==> config.mk <==
export PLATFORM = sky130hd
export DESIGN_NAME = lfu_cache_replacement_core_flat
export DESIGN_NICKNAME = d
export VERILOG_FILES = /design/src/lfu_pkg.sv /design/src/lfu_req_if.sv /design/src/lfu_rsp_if.sv /design/src/lfu_csr_if.sv /design/src/lfu_ram.sv /design/src/lfu_cache_replacement_core.sv /design/src/flat_wrapper.sv
export SDC_FILE = /design/constraint.sdc
export NUM_CORES = 2
export LEC_CHECK = 0
export ABC_AREA = 1
export BUFFER_PORTS_ARGS = -buffer_cell sky130_fd_sc_hd__buf_2
export CELL_PAD_IN_SITES_DETAIL_PLACEMENT = 2
export CELL_PAD_IN_SITES_GLOBAL_PLACEMENT = 2
export CORE_UTILIZATION = 35
export DETAILED_ROUTE_END_ITERATION = 7
export GPL_ROUTABILITY_DRIVEN = 1
export PLACE_DENSITY_LB_ADDON = 0.1
export SLEW_MARGIN = 5
export SYNTH_ARGS = -nofsm -noshare
export SYNTH_HDL_FRONTEND = slang
export SYNTH_SLANG_ARGS = --single-unit
==> constraint.sdc <==
create_clock -name clock -period 11.35 [get_ports clock]
set_input_delay 1.135 -clock clock [delete_from_list [all_inputs] [get_ports clock]]
set_output_delay 1.135 -clock clock [all_outputs]
set_load 0.005 [all_outputs]
==> src/lfu_pkg.sv <==
`default_nettype none
package lfu_pkg;

   // one slot as it sits in the slot memory
   typedef struct packed {
      logic        valid;
      logic [31:0] key;
      logic [31:0] data;
      logic [31:0] use_count;
      logic [31:0] last_touch;
   } entry_type;

   localparam int ENTRY_W = $bits(entry_type);

   typedef enum logic [2:0] {
      ST_CLEAR,
      ST_IDLE,
      ST_SCAN,
      ST_LAST,
      ST_WRITE
   } state_type;

   localparam logic        CMD_GET        = 1'b0;
   localparam logic        CMD_PUT        = 1'b1;
   localparam logic [31:0] MISS_VALUE     = 32'hFFFF_FFFF;
   localparam logic [31:0] COUNT_MAX      = 32'hFFFF_FFFF;
   localparam logic [31:0] COUNT_NEW      = 32'd1;
   localparam logic [4:0]  CAP_RESET      = 5'd16;

endpackage
`default_nettype wire

==> src/lfu_req_if.sv <==
`default_nettype none
interface lfu_req_if;
   logic               valid;
   logic               ready;
   logic               cmd;
   logic signed [31:0] lookup_key;
   logic signed [31:0] write_value;

   modport source (output valid, cmd, lookup_key, write_value, input ready);
   modport sink   (input valid, cmd, lookup_key, write_value, output ready);
endinterface
`default_nettype wire

==> src/lfu_rsp_if.sv <==
`default_nettype none
interface lfu_rsp_if;
   logic               valid;
   logic               ready;
   logic               hit;
   logic signed [31:0] read_value;
   logic               evicted;
   logic signed [31:0] evicted_key;

   modport source (output valid, hit, read_value, evicted, evicted_key, input ready);
   modport sink   (input valid, hit, read_value, evicted, evicted_key, output ready);
endinterface
`default_nettype wire

==> src/lfu_csr_if.sv <==
`default_nettype none
interface lfu_csr_if;
   logic       valid;
   logic       ready;
   logic [4:0] capacity_in_use;

   modport source (output valid, capacity_in_use, input ready);
   modport sink   (input valid, capacity_in_use, output ready);
endinterface
`default_nettype wire

==> src/lfu_ram.sv <==
`default_nettype none
module lfu_ram #(
   parameter int WIDTH = 8,
   parameter int DEPTH = 16,
   localparam int AW = (DEPTH > 1) ? $clog2(DEPTH) : 1
) (
   input  wire logic                  clock,
   input  wire logic                  we,
   input  wire logic [AW-1:0]         waddr,
   input  wire logic [WIDTH-1:0]      wdata,
   input  wire logic                  re,
   input  wire logic [AW-1:0]         raddr,
   output logic      [WIDTH-1:0]      rdata
);
   logic [WIDTH-1:0] mem_ff [DEPTH];
   logic [WIDTH-1:0] rdata_ff;

   always_ff @(posedge clock) begin
      if (we) begin
         mem_ff[waddr] <= wdata;
      end
      if (re) begin
         rdata_ff <= mem_ff[raddr];
      end
   end

   assign rdata = rdata_ff;
endmodule
`default_nettype wire

==> src/lfu_cache_replacement_core.sv <==
`default_nettype none
// LFU key-value store with least-recently-used tie break. Each req item is a
// get or a put of a 32-bit key; each produces exactly one rsp item (hit,
// read_value, evicted, evicted_key). All slots live in one synchronous RAM
// with one read and one write port. No new item is taken until the last
// one is through: an idle state accepts it, a scan state walks every slot
// through the read port one per cycle (key match, first free slot,
// victim by lowest use count then oldest touch), a last state folds in the
// final read, and a write-back state also loads the rsp register.
// The write-back waits only if the previous result is still untaken. After
// reset a clearing pass marks every slot invalid; no req item is taken
// meanwhile. The csr channel is always ready; capacity_in_use
// above CAPACITY acts as CAPACITY, and zero makes puts of new keys no-ops.
module lfu_cache_replacement_core
   import lfu_pkg::*;
#(
   parameter int CAPACITY = 16
) (
   input  wire logic clock,
   input  wire logic reset,
   lfu_req_if.sink   req_ch,
   lfu_rsp_if.source rsp_ch,
   lfu_csr_if.sink   csr_ch
);
   localparam int AW   = (CAPACITY > 1) ? $clog2(CAPACITY) : 1;
   localparam int UW   = $clog2(CAPACITY + 1);
   localparam int CMPW = (UW > 5) ? UW : 5;
   localparam logic [AW-1:0]   LAST_ADDR = AW'(CAPACITY - 1);
   localparam logic [CMPW-1:0] CAP_MAX   = CMPW'(CAPACITY);

   state_type state_ff, state_in;

   // slot walk
   logic [AW-1:0] addr_ff;
   logic          rd_pend_ff;
   logic [AW-1:0] rd_idx_ff;
   logic          addr_last;

   // item being worked on
   logic        cmd_ff;
   logic [31:0] key_ff;
   logic [31:0] val_ff;

   logic [4:0]  cap_ff;
   logic [31:0] tc_ff;

   // scan results
   logic [UW-1:0] used_ff;
   logic          found_vld_ff;
   logic [AW-1:0] found_idx_ff;
   logic [31:0]   found_data_ff;
   logic [31:0]   found_cnt_ff;
   logic          free_vld_ff;
   logic [AW-1:0] free_idx_ff;
   logic          vic_vld_ff;
   logic [AW-1:0] vic_idx_ff;
   logic [31:0]   vic_key_ff;
   logic [31:0]   vic_cnt_ff;
   logic [31:0]   vic_age_ff;

   // result register
   logic        rsp_valid_ff;
   logic        rsp_hit_ff;
   logic [31:0] rsp_read_ff;
   logic        rsp_ev_ff;
   logic [31:0] rsp_evk_ff;

   // RAM port signals
   logic               ram_we;
   logic [AW-1:0]      ram_waddr;
   logic [ENTRY_W-1:0] ram_wdata;
   logic               ram_re;
   logic [ENTRY_W-1:0] ram_rdata;

   entry_type   rd_entry;
   logic [31:0] rd_age;
   logic        rd_better;

   // write-back decision
   logic          out_free;
   logic          req_fire;
   logic          wr_do;
   logic [AW-1:0] wr_idx;
   entry_type     wr_entry;
   logic          res_hit;
   logic [31:0]   res_read;
   logic          res_ev;
   logic [31:0]   res_evk;
   logic [31:0]   cnt_bumped;
   logic [CMPW-1:0] cap_ext, cap_eff, used_ext;

   lfu_ram #(
      .WIDTH (ENTRY_W),
      .DEPTH (CAPACITY)
   ) u_slots (
      .clock (clock),
      .we    (ram_we),
      .waddr (ram_waddr),
      .wdata (ram_wdata),
      .re    (ram_re),
      .raddr (addr_ff),
      .rdata (ram_rdata)
   );

   assign addr_last = (addr_ff == LAST_ADDR);
   assign out_free  = !rsp_valid_ff || rsp_ch.ready;
   assign req_fire  = req_ch.valid && req_ch.ready;

   // ---- per-slot compare on the word just read
   assign rd_entry = entry_type'(ram_rdata);
   assign rd_age   = tc_ff - rd_entry.last_touch;  // modulo 2^32 age, larger is older
   assign rd_better = rd_entry.valid &&
                      (!vic_vld_ff || (rd_entry.use_count < vic_cnt_ff) ||
                       ((rd_entry.use_count == vic_cnt_ff) && (rd_age > vic_age_ff)));

   // ---- next state
   always_comb begin
      state_in = state_ff;
      unique case (state_ff)
         ST_CLEAR: if (addr_last) state_in = ST_IDLE;
         ST_IDLE:  if (req_fire) state_in = ST_SCAN;
         ST_SCAN:  if (addr_last) state_in = ST_LAST;
         ST_LAST:  state_in = ST_WRITE;
         ST_WRITE: if (out_free) state_in = ST_IDLE;
         default:  state_in = ST_CLEAR;
      endcase
   end

   // ---- write-back decision, from the scan results
   always_comb begin
      cap_ext  = CMPW'(cap_ff);
      cap_eff  = (cap_ext > CAP_MAX) ? CAP_MAX : cap_ext;
      used_ext = CMPW'(used_ff);
      cnt_bumped = (found_cnt_ff == COUNT_MAX) ? found_cnt_ff : found_cnt_ff + 32'd1;

      wr_do    = 1'b0;
      wr_idx   = found_idx_ff;
      wr_entry = '{valid: 1'b1, key: key_ff, data: val_ff,
                   use_count: COUNT_NEW, last_touch: tc_ff};
      res_hit  = 1'b0;
      res_read = 32'd0;
      res_ev   = 1'b0;
      res_evk  = 32'd0;

      if (cmd_ff == CMD_GET) begin
         if (found_vld_ff) begin
            res_hit  = 1'b1;
            res_read = found_data_ff;
            wr_do    = 1'b1;
            wr_entry.data      = found_data_ff;
            wr_entry.use_count = cnt_bumped;
         end else begin
            res_read = MISS_VALUE;
         end
      end else if (found_vld_ff) begin
         res_hit  = 1'b1;
         wr_do    = 1'b1;
         wr_entry.use_count = cnt_bumped;
      end else if (cap_eff != '0) begin
         if ((used_ext >= cap_eff) || !free_vld_ff) begin
            // full: replace the victim, if there is any entry at all
            wr_do   = vic_vld_ff;
            wr_idx  = vic_idx_ff;
            res_ev  = vic_vld_ff;
            res_evk = vic_vld_ff ? vic_key_ff : 32'd0;
         end else begin
            wr_do  = 1'b1;
            wr_idx = free_idx_ff;
         end
      end
   end

   // ---- outputs of the state machine
   always_comb begin
      req_ch.ready = 1'b0;
      ram_re       = 1'b0;
      ram_we       = 1'b0;
      ram_waddr    = addr_ff;
      ram_wdata    = '0;
      unique case (state_ff)
         ST_CLEAR: begin
            ram_we    = 1'b1;
            ram_wdata = '0;
         end
         ST_IDLE: begin
            req_ch.ready = 1'b1;
         end
         ST_SCAN: begin
            ram_re = 1'b1;
         end
         ST_LAST: begin
            ram_re = 1'b0;
         end
         ST_WRITE: begin
            ram_we    = out_free && wr_do;
            ram_waddr = wr_idx;
            ram_wdata = wr_entry;
         end
         default: begin
            ram_re = 1'b0;
         end
      endcase
   end

   assign csr_ch.ready = 1'b1;

   // ---- control registers
   always_ff @(posedge clock) begin
      if (reset) begin
         state_ff     <= ST_CLEAR;
         addr_ff      <= '0;
         rd_pend_ff   <= 1'b0;
         cap_ff       <= CAP_RESET;
         tc_ff        <= '0;
         rsp_valid_ff <= 1'b0;
         used_ff      <= '0;
         found_vld_ff <= 1'b0;
         free_vld_ff  <= 1'b0;
         vic_vld_ff   <= 1'b0;
      end else begin
         state_ff   <= state_in;
         rd_pend_ff <= (state_ff == ST_SCAN);

         if ((state_ff == ST_CLEAR) || (state_ff == ST_SCAN)) begin
            addr_ff <= addr_last ? '0 : addr_ff + AW'(1);
         end else begin
            addr_ff <= '0;
         end

         if (csr_ch.valid && csr_ch.ready) begin
            cap_ff <= csr_ch.capacity_in_use;
         end

         if (req_fire) begin
            used_ff      <= '0;
            found_vld_ff <= 1'b0;
            free_vld_ff  <= 1'b0;
            vic_vld_ff   <= 1'b0;
         end else if (rd_pend_ff) begin
            if (rd_entry.valid) begin
               used_ff <= used_ff + UW'(1);
               if (!found_vld_ff && (rd_entry.key == key_ff)) begin
                  found_vld_ff <= 1'b1;
               end
            end else if (!free_vld_ff) begin
               free_vld_ff <= 1'b1;
            end
            if (rd_better) begin
               vic_vld_ff <= 1'b1;
            end
         end

         if ((state_ff == ST_WRITE) && out_free) begin
            rsp_valid_ff <= 1'b1;
            if (wr_do) begin
               tc_ff <= tc_ff + 32'd1;
            end
         end else if (rsp_ch.ready) begin
            rsp_valid_ff <= 1'b0;
         end
      end
   end

   // ---- payload registers
   always_ff @(posedge clock) begin
      rd_idx_ff <= addr_ff;
      if (req_fire) begin
         cmd_ff <= req_ch.cmd;
         key_ff <= req_ch.lookup_key;
         val_ff <= req_ch.write_value;
      end
      if (rd_pend_ff) begin
         if (rd_entry.valid && !found_vld_ff && (rd_entry.key == key_ff)) begin
            found_idx_ff  <= rd_idx_ff;
            found_data_ff <= rd_entry.data;
            found_cnt_ff  <= rd_entry.use_count;
         end
         if (!rd_entry.valid && !free_vld_ff) begin
            free_idx_ff <= rd_idx_ff;
         end
         if (rd_better) begin
            vic_idx_ff <= rd_idx_ff;
            vic_key_ff <= rd_entry.key;
            vic_cnt_ff <= rd_entry.use_count;
            vic_age_ff <= rd_age;
         end
      end
      if ((state_ff == ST_WRITE) && out_free) begin
         rsp_hit_ff  <= res_hit;
         rsp_read_ff <= res_read;
         rsp_ev_ff   <= res_ev;
         rsp_evk_ff  <= res_evk;
      end
   end

   assign rsp_ch.valid       = rsp_valid_ff;
   assign rsp_ch.hit         = rsp_hit_ff;
   assign rsp_ch.read_value  = rsp_read_ff;
   assign rsp_ch.evicted     = rsp_ev_ff;
   assign rsp_ch.evicted_key = rsp_evk_ff;

`ifndef SYNTH
   // a new result only ever comes out of the write-back step
   a_rsp_from_write: assert property (@(posedge clock) disable iff (reset)
      $rose(rsp_valid_ff) |-> $past(state_ff == ST_WRITE))
      else $error("rsp valid rose outside write-back");

   // an eviction is never reported together with a hit
   a_evict_no_hit: assert property (@(posedge clock) disable iff (reset)
      (rsp_valid_ff && rsp_ev_ff) |-> !rsp_hit_ff)
      else $error("evicted and hit both set");

   // the touch clock moves only when a slot is written back
   a_tc_on_write: assert property (@(posedge clock) disable iff (reset)
      (tc_ff != $past(tc_ff)) |-> $past((state_ff == ST_WRITE) && ram_we))
      else $error("touch clock moved without a slot write");
`endif

endmodule
`default_nettype wire

==> src/flat_wrapper.sv <==
// flat-port wrapper written by rule: the top's interface ports become plain ports
module lfu_cache_replacement_core_flat import lfu_pkg::*;
#(
   parameter int CAPACITY = 16
)
  (clock, reset, req_ch_valid, req_ch_cmd, req_ch_lookup_key, req_ch_write_value, req_ch_ready, rsp_ch_valid, rsp_ch_hit, rsp_ch_read_value, rsp_ch_evicted, rsp_ch_evicted_key, rsp_ch_ready, csr_ch_valid, csr_ch_capacity_in_use, csr_ch_ready);
  lfu_req_if req_ch_i ();
  lfu_rsp_if rsp_ch_i ();
  lfu_csr_if csr_ch_i ();
  input  wire logic clock;
  input  wire logic reset;
  input wire logic [$bits(req_ch_i.valid)-1:0] req_ch_valid;
  input wire logic [$bits(req_ch_i.cmd)-1:0] req_ch_cmd;
  input wire logic [$bits(req_ch_i.lookup_key)-1:0] req_ch_lookup_key;
  input wire logic [$bits(req_ch_i.write_value)-1:0] req_ch_write_value;
  output wire logic [$bits(req_ch_i.ready)-1:0] req_ch_ready;
  output wire logic [$bits(rsp_ch_i.valid)-1:0] rsp_ch_valid;
  output wire logic [$bits(rsp_ch_i.hit)-1:0] rsp_ch_hit;
  output wire logic [$bits(rsp_ch_i.read_value)-1:0] rsp_ch_read_value;
  output wire logic [$bits(rsp_ch_i.evicted)-1:0] rsp_ch_evicted;
  output wire logic [$bits(rsp_ch_i.evicted_key)-1:0] rsp_ch_evicted_key;
  input wire logic [$bits(rsp_ch_i.ready)-1:0] rsp_ch_ready;
  input wire logic [$bits(csr_ch_i.valid)-1:0] csr_ch_valid;
  input wire logic [$bits(csr_ch_i.capacity_in_use)-1:0] csr_ch_capacity_in_use;
  output wire logic [$bits(csr_ch_i.ready)-1:0] csr_ch_ready;
  assign req_ch_i.valid = req_ch_valid;
  assign req_ch_i.cmd = req_ch_cmd;
  assign req_ch_i.lookup_key = req_ch_lookup_key;
  assign req_ch_i.write_value = req_ch_write_value;
  assign req_ch_ready = req_ch_i.ready;
  assign rsp_ch_valid = rsp_ch_i.valid;
  assign rsp_ch_hit = rsp_ch_i.hit;
  assign rsp_ch_read_value = rsp_ch_i.read_value;
  assign rsp_ch_evicted = rsp_ch_i.evicted;
  assign rsp_ch_evicted_key = rsp_ch_i.evicted_key;
  assign rsp_ch_i.ready = rsp_ch_ready;
  assign csr_ch_i.valid = csr_ch_valid;
  assign csr_ch_i.capacity_in_use = csr_ch_capacity_in_use;
  assign csr_ch_ready = csr_ch_i.ready;
  lfu_cache_replacement_core #(.CAPACITY(CAPACITY)) u_core (.clock(clock), .reset(reset), .req_ch(req_ch_i), .rsp_ch(rsp_ch_i), .csr_ch(csr_ch_i));
endmodule
Yosys cells after proc, flatten, opt, wreduce, memory -nomap -nowiden. Memories as Yosys holds them, arrays and structs flattened. A register that Yosys moved wholly into a read port is not among the register bits. Index checks and enable logic that the tools add are counted.

Add/sub/neg operators: 5. Order comparisons: 4. Equality and inequality tests: 12. Multiplexer cells: 30. Bitwise logic cells: 6. Reductions and logical operators: 34.

Operators with widths (number): 32-bit 2-to-1 mux (5); 129-bit 2-to-1 mux (1); 32-bit by 1-bit adder with 32-bit output (second input constant) (2); 32-bit equality test (2); 64-bit 2-to-1 mux (1); 32-bit equality test (second input constant) (1); 32-bit > comparator (1); 32-bit < comparator (1); 32-bit subtractor (1); 4-bit 2-to-1 mux (5); 3-bit case mux with 5 select lines (1); 3-bit 2-to-1 mux (4); 2-bit AND reduction (6); 1-bit 2-to-1 mux (11); 1-bit logical AND (9); 2-bit by 1-bit != test with 1-bit output (second input constant) (4); 3-bit by 2-bit equality test with 1-bit output (second input constant) (2); 1-bit inverter (6); 5-bit by 1-bit adder with 5-bit output (second input constant) (1); 5-bit greater-or-equal comparator (1); 5-bit > comparator (second input constant) (1); 1-bit zero test (5); 1-bit logical OR (5); 5-bit 2-to-1 mux (1); other kinds (14) (14).

Flip-flop bits (word level): 361. Memory bits (writable): 2064. Output and inout bits: 69. Word-level logic and storage cells: 118. Memories kept: 1.

Memory list: u_core.u_slots.mem_ff (words 16, width 129, rd ports 1, clocked after Yosys merged registers in 1, wr ports 1, RTL line lfu_ram.sv:15) `logic [WIDTH-1:0] mem_ff [DEPTH];`.

Longest topological paths before layout.
Word-level depth: 12. Mapped depth: 25. Mapped depth without buffers: 25.

By module. A second synthesis with hierarchy kept.

Cell total of the unflattened synthesis: 10009. Area total of the unflattened synthesis: 108919.5 µm².

Modules (own cells, without submodules): lfu_ram (times used 1, cells an instance 7846, area an instance 89597.2 µm²); lfu_cache_replacement_core (times used 1, cells an instance 2163, area an instance 19322.3 µm²).

Least setup slack after synthesis. No wires, ideal clock.

Kind: input port to flip-flop. Start: in rsp_ch_ready. End: mem u_core.u_slots.mem_ff[13][0] in the netlist's numbering, enable pin. Library setup time: 619 ps. Data arrival time: 10045 ps. Data required time: 10731 ps. Setup slack: 685 ps. Stages: 6. Path buffers: 0. Path through: nor2_1 nor2_1 nand2_4 nand2_1 nand3_1 nor2_1.

Longest elaborated chain between the ends: 5.

Ends and longest elaborated chain: start, declared (RTL line flat_wrapper.sv:22) `input wire logic [$bits(rsp_ch_i.ready)-1:0] rsp_ch_ready;`; 1-bit logical OR (RTL line lfu_cache_replacement_core.sv:106) `assign out_free = !rsp_valid_ff || rsp_ch.ready;`; 1-bit logical AND (RTL line lfu_cache_replacement_core.sv:195) `ram_we = out_free && wr_do;`; 1-bit case mux with 2 select lines (RTL line lfu_cache_replacement_core.sv:180) `unique case (state_ff)`; 1-bit 2-to-1 mux (RTL line lfu_ram.sv:19) `if (we) begin`; 1-bit 2-to-1 mux (implied by the code) (RTL line lfu_ram.sv:20) `mem_ff[waddr] <= wdata;`; end, declared (RTL line lfu_ram.sv:15).

Every way passes these cells.

Worst setup path in the final report.
Start: reg u_core.tc_ff[0]. End: reg u_core.vic_key_ff[20], enable pin.

Longest elaborated chain between the ends: 6.

Ends and longest elaborated chain: start, declared (RTL line lfu_cache_replacement_core.sv:45) `logic [31:0] tc_ff;`; start signal, assigned (RTL line lfu_cache_replacement_core.sv:256) `tc_ff <= tc_ff + 32'd1;`; 32-bit subtractor (RTL line lfu_cache_replacement_core.sv:111) `assign rd_age = tc_ff - rd_entry.last_touch;`; via u_core.rd_age[26] (RTL line lfu_cache_replacement_core.sv:76) `logic [31:0] rd_age;`; 32-bit > comparator (RTL line lfu_cache_replacement_core.sv:114) `((rd_entry.use_count == vic_cnt_ff) && (rd_age > vic_age_ff)));`; 1-bit logical AND (RTL line lfu_cache_replacement_core.sv:114); 1-bit logical OR (RTL line lfu_cache_replacement_core.sv:113) `(!vic_vld_ff || (rd_entry.use_count < vic_cnt_ff) ||`; 1-bit logical AND (RTL line lfu_cache_replacement_core.sv:112) `assign rd_better = rd_entry.valid &&`; 2-bit AND reduction (no source line); end signal, assigned (RTL line lfu_cache_replacement_core.sv:283) `vic_key_ff <= rd_entry.key;`; end, declared (RTL line lfu_cache_replacement_core.sv:57) `logic [31:0] vic_key_ff;`.

The timed path passes the listed nets, and every way through them passes these cells. A chain may end at the register's enable or synchronous reset.

==> results.txt <==
----------------------------------------------------
[Status]
  Result of the run ... complete, no violations

[Routing]
  Iteration-0 DRC Markers ... about 5000
  Remaining routing DRC violations ... 0
  Per-cell routed wire length ... around 29 µm
  Vias per std cell ... between 5 and 6
  Total Routed Length ... between 300000 and 400000 µm
  Count of antenna-violating nets left after detailed routing ... 0
  Detailed Routing Iterations Pass 1 ... 5
  DR vias ... about 66000

[Critical path]
  Critical-path cell with the highest stage delay ... sky130_fd_sc_hd__buf_4
  Startpoint type of the worst setup path ... register
  Data required time of the worst path ... 11.86 ns
  Data arrival at the endpoint of the critical path ... 6.79 ns
  Slowest stage delay, CP ... just under 0.8 ns
  Category of the worst setup path capture point ... register
  WP buf/inv ... 5
  Kind of cell adding the most delay to the critical path ... buffers and inverters
  Critical path type ... reg2reg
  Most used cell, CP ... sky130_fd_sc_hd__nand2_1
  Biggest fanout along the worst timing path ... between 40 and 50

[Logic synthesis]
  Most common flop cell mapped by yosys ... sky130_fd_sc_hd__edfxtp_1
  Netlist area before placement ... a little over 100000 µm²
  Synth area leader ... sky130_fd_sc_hd__edfxtp_1
  Main area contributors after synthesis ... sky130_fd_sc_hd__edfxtp_1, sky130_fd_sc_hd__nand2_1, sky130_fd_sc_hd__o21ai_0, sky130_fd_sc_hd__nor2_1, sky130_fd_sc_hd__a21oi_1
  Fraction of synthesis flops using an asynchronous set or reset pin ... 0
  Synthesized instance count ... about 7800
  Seq/Total Area, Yosys ... 0.747
  Area share of the largest cell type after synthesis ... 0.736
  Flop and latch count out of synthesis ... roughly 2600
  Mean post-synth cell area ... between 10 and 15 µm²
  Yosys cell types ... 47
  Count of yosys warnings during synthesis ... 0
  Synthesized Nets ... approximately 8000
  Number of synthesized flops with an enable pin ... between 2000 and 2500

[Power]
  VDD IR max ... about 0.13 mV
  PnR Total Power ... around 23000 µW
  Cell area power density ... approximately 200 nW/µm²
  Static Leakage ... 0.0414 µW

[Global route]
  Overall overflow remaining after global route ... 0
  Antenna violations before repair ... 8
  Tot GR Track Use ... 0.237
  Number of global-route vias before repair ... 71400
  Pin count of the biggest net entering global routing ... between 150 and 200
  First-pass GRT wire length ... roughly 510000 µm

[Timing]
  Setup_tns ... 0 ns
  Worst clock skew on the final layout ... around 0.060 ns
  Count of final max-slew check failures ... 0
  Transition time of the tightest slew-check pin ... 1.34 ns
  Highest clock frequency the design can meet ... approximately 160 MHz
  Clock period minus final worst setup slack ... 6.28 ns
  Crit share post-route ... 0.553
  Final-report hold violation count ... 0
  RSZ-0062 raised after global routing ... no
  Worst slew margin relative to its limit ... 0.101
  Final number of setup-violating endpoints ... 0

[Clock tree]
  Maximum root-to-sink buffer count ... 4
  Cts bufs inserted ... just under 300
  Clock tree from TritonCTS ... yes
  Buffers inserted during post-CTS setup optimization ... 0
  Hold buffer count at CTS ... 0
  Number of clock sinks ... between 2000 and 3000
  H-Tree Level Count ... 5
  Root Driver ... sky130_fd_sc_hd__clkbuf_16
  Number of gates resized after cts ... 0
  Clock Latency Late Sink ... 0.90 ns
  Clock slew at the register clock pins of the worst setup and hold paths ... about 0.06 ns

[Final layout]
  Share of cells above drive strength 1 ... 0.0898
  Final design utilization ... 0.402
  Most frequent standard cell in the layout excluding fill and tap cells ... sky130_fd_sc_hd__edfxtp_1
  Commonest non-fill, non-tap cells in the layout ... sky130_fd_sc_hd__edfxtp_1, sky130_fd_sc_hd__nand2_1, sky130_fd_sc_hd__nor2_1
  Cell Count, Final, Fillers Out ... about 12000
  NumNets Final ... a little over 8000
  Area growth, synth to finish ... 13.9%

[Floorplan]
  Core Area ... 289000 µm²
  Boundary Pins ... around 140
  Die outline width ... 541 µm
  Initial standard-cell utilization of the core ... 0.353
  Die span in y ... approximately 540 µm
  Area enclosed by the die boundary ... 293000 µm²
  Number of core rows ... 197

[Place]
  Port Buffers ... between 100 and 150
  GP Congestion ... 0.803
  Placed instance count ... 11500
  Placed wire-length estimate after detailed placement ... around 190000 µm

[Flow run]
  Max capacitance violation total ... 0

[Worst hold path]
  Path category of the worst min-delay check ... in2reg

----------------------------------------------------
==> layer usage <==
layer / global-route usage / up-vias / routed length, µm
li1: - / 29000 / -
met1: 0.323 / 35400 / 160000
met3: 0.0224 / 479 / 11500
met4: 0.0633 / 0 / 8680
met5: 0 / - / 0
met2: 0.405 / 1274 / 173000
==> sequential cells by signal, summed over array words and instances, names as in the netlist, 5 cells and up <==
| signal | flops |
|---|---|
| u_core.vic_key_ff | 32 |
| u_core.val_ff | 32 |
| u_core.cap_ext | 5 |
| u_core.found_cnt_ff | 32 |
| u_core.vic_cnt_ff | 32 |
| u_core.tc_ff | 32 |
| u_core.u_slots.mem_ff | 2064 |
| u_core.found_data_ff | 32 |
| u_core.used_ext | 5 |
| u_core.rsp_ch.read_value | 32 |
| u_core.vic_age_ff | 32 |
| u_core.rsp_ch.evicted_key | 32 |
| u_core.key_ff | 32 |
| u_core.u_slots.rdata | 129 |
==> path summary, 6_finish.rpt <==
check,cells after the start,start,endpoint,slack (ns)
max,25,u_core.tc_ff[0]$_SDFFE_PP0P_,u_core.vic_key_ff[20]$_DFFE_PP_,5.07
min,1,req_ch_lookup_key[31],u_core.key_ff[31]$_DFFE_PP_,0.41
max reg2reg,25,u_core.tc_ff[0]$_SDFFE_PP0P_,u_core.vic_key_ff[20]$_DFFE_PP_,5.07
min reg2reg,0,u_core.u_slots.rdata[84]$_DFFE_PP_,u_core.found_data_ff[20]$_DFFE_PP_,0.42
==> layout make-up <==
type / instances / area (µm²)
clock inverters: 145 / 1210
inverters: 371 / 1440
repair buffers: 273 / 1940
well taps: 3880 / 4850
multi-input cells: 4459 / 22600
fillers: 28800 / 173000
clock buffers: 382 / 7830
flip-flops and latches: 2554 / 76100
diodes: 1 / 2.50
==> worst reg2reg max path: cells and delay by family (launching register included) <==
family | cells | cell delay (ns)
xor+xnor | 1 | 0.25
simple gates | 13 | 1.15
flops | 1 | 0.34
fa+ha+maj | 3 | 0.92
compound gates | 3 | 1.26
buf+inv | 5 | 1.96
==> Yosys cell counts (all sizes together) (8+ instances only) <==
master,count
edfxtp,2496
or2,15
nor4,8
a21o,8
inv,370
nand4,130
clkbuf,221
o21ai,779
nand3,276
nand2,1246
xnor2,15
buf,220
nor2,811
nor3,57
o22ai,155
a221oi,152
xor2,69
ha,104
dfxtp,58
o221ai,105
a21oi,498
==> where the power goes <==
group | total (µW) | internal (µW) | switching (µW)
logic | 2890 | 652 | 2240
registers | 11100 | 10900 | 183
clock network | 9110 | 5200 | 3920
==> per-stage QoR <==
step | cell area (µm²) | worst slack (ns) | hold WS, ns
floorplan | 102000 | 0.685 | 0.326
detailed placement | 107000 | 4.88 | 0.406
finish | 116000 | 5.07 | 0.407
global route | 116000 | 4.58 | 0.356
global placement | 107000 | 4.96 | 0.405
CTS | 116000 | 4.85 | 0.318
==> cell families after synthesis <==
group                      Yosys count  synth area share
AOI/OAI and AO/OA                 1715            0.0963
xor gates and xnor gates            84           0.00722
adders and majority gates          105            0.0130
buffers and inverters              812            0.0333
DFF                               2554             0.747
other                                1         0.0000368
and+or+nand+nor                   2554             0.103
(Power assumes the default switching activity.)
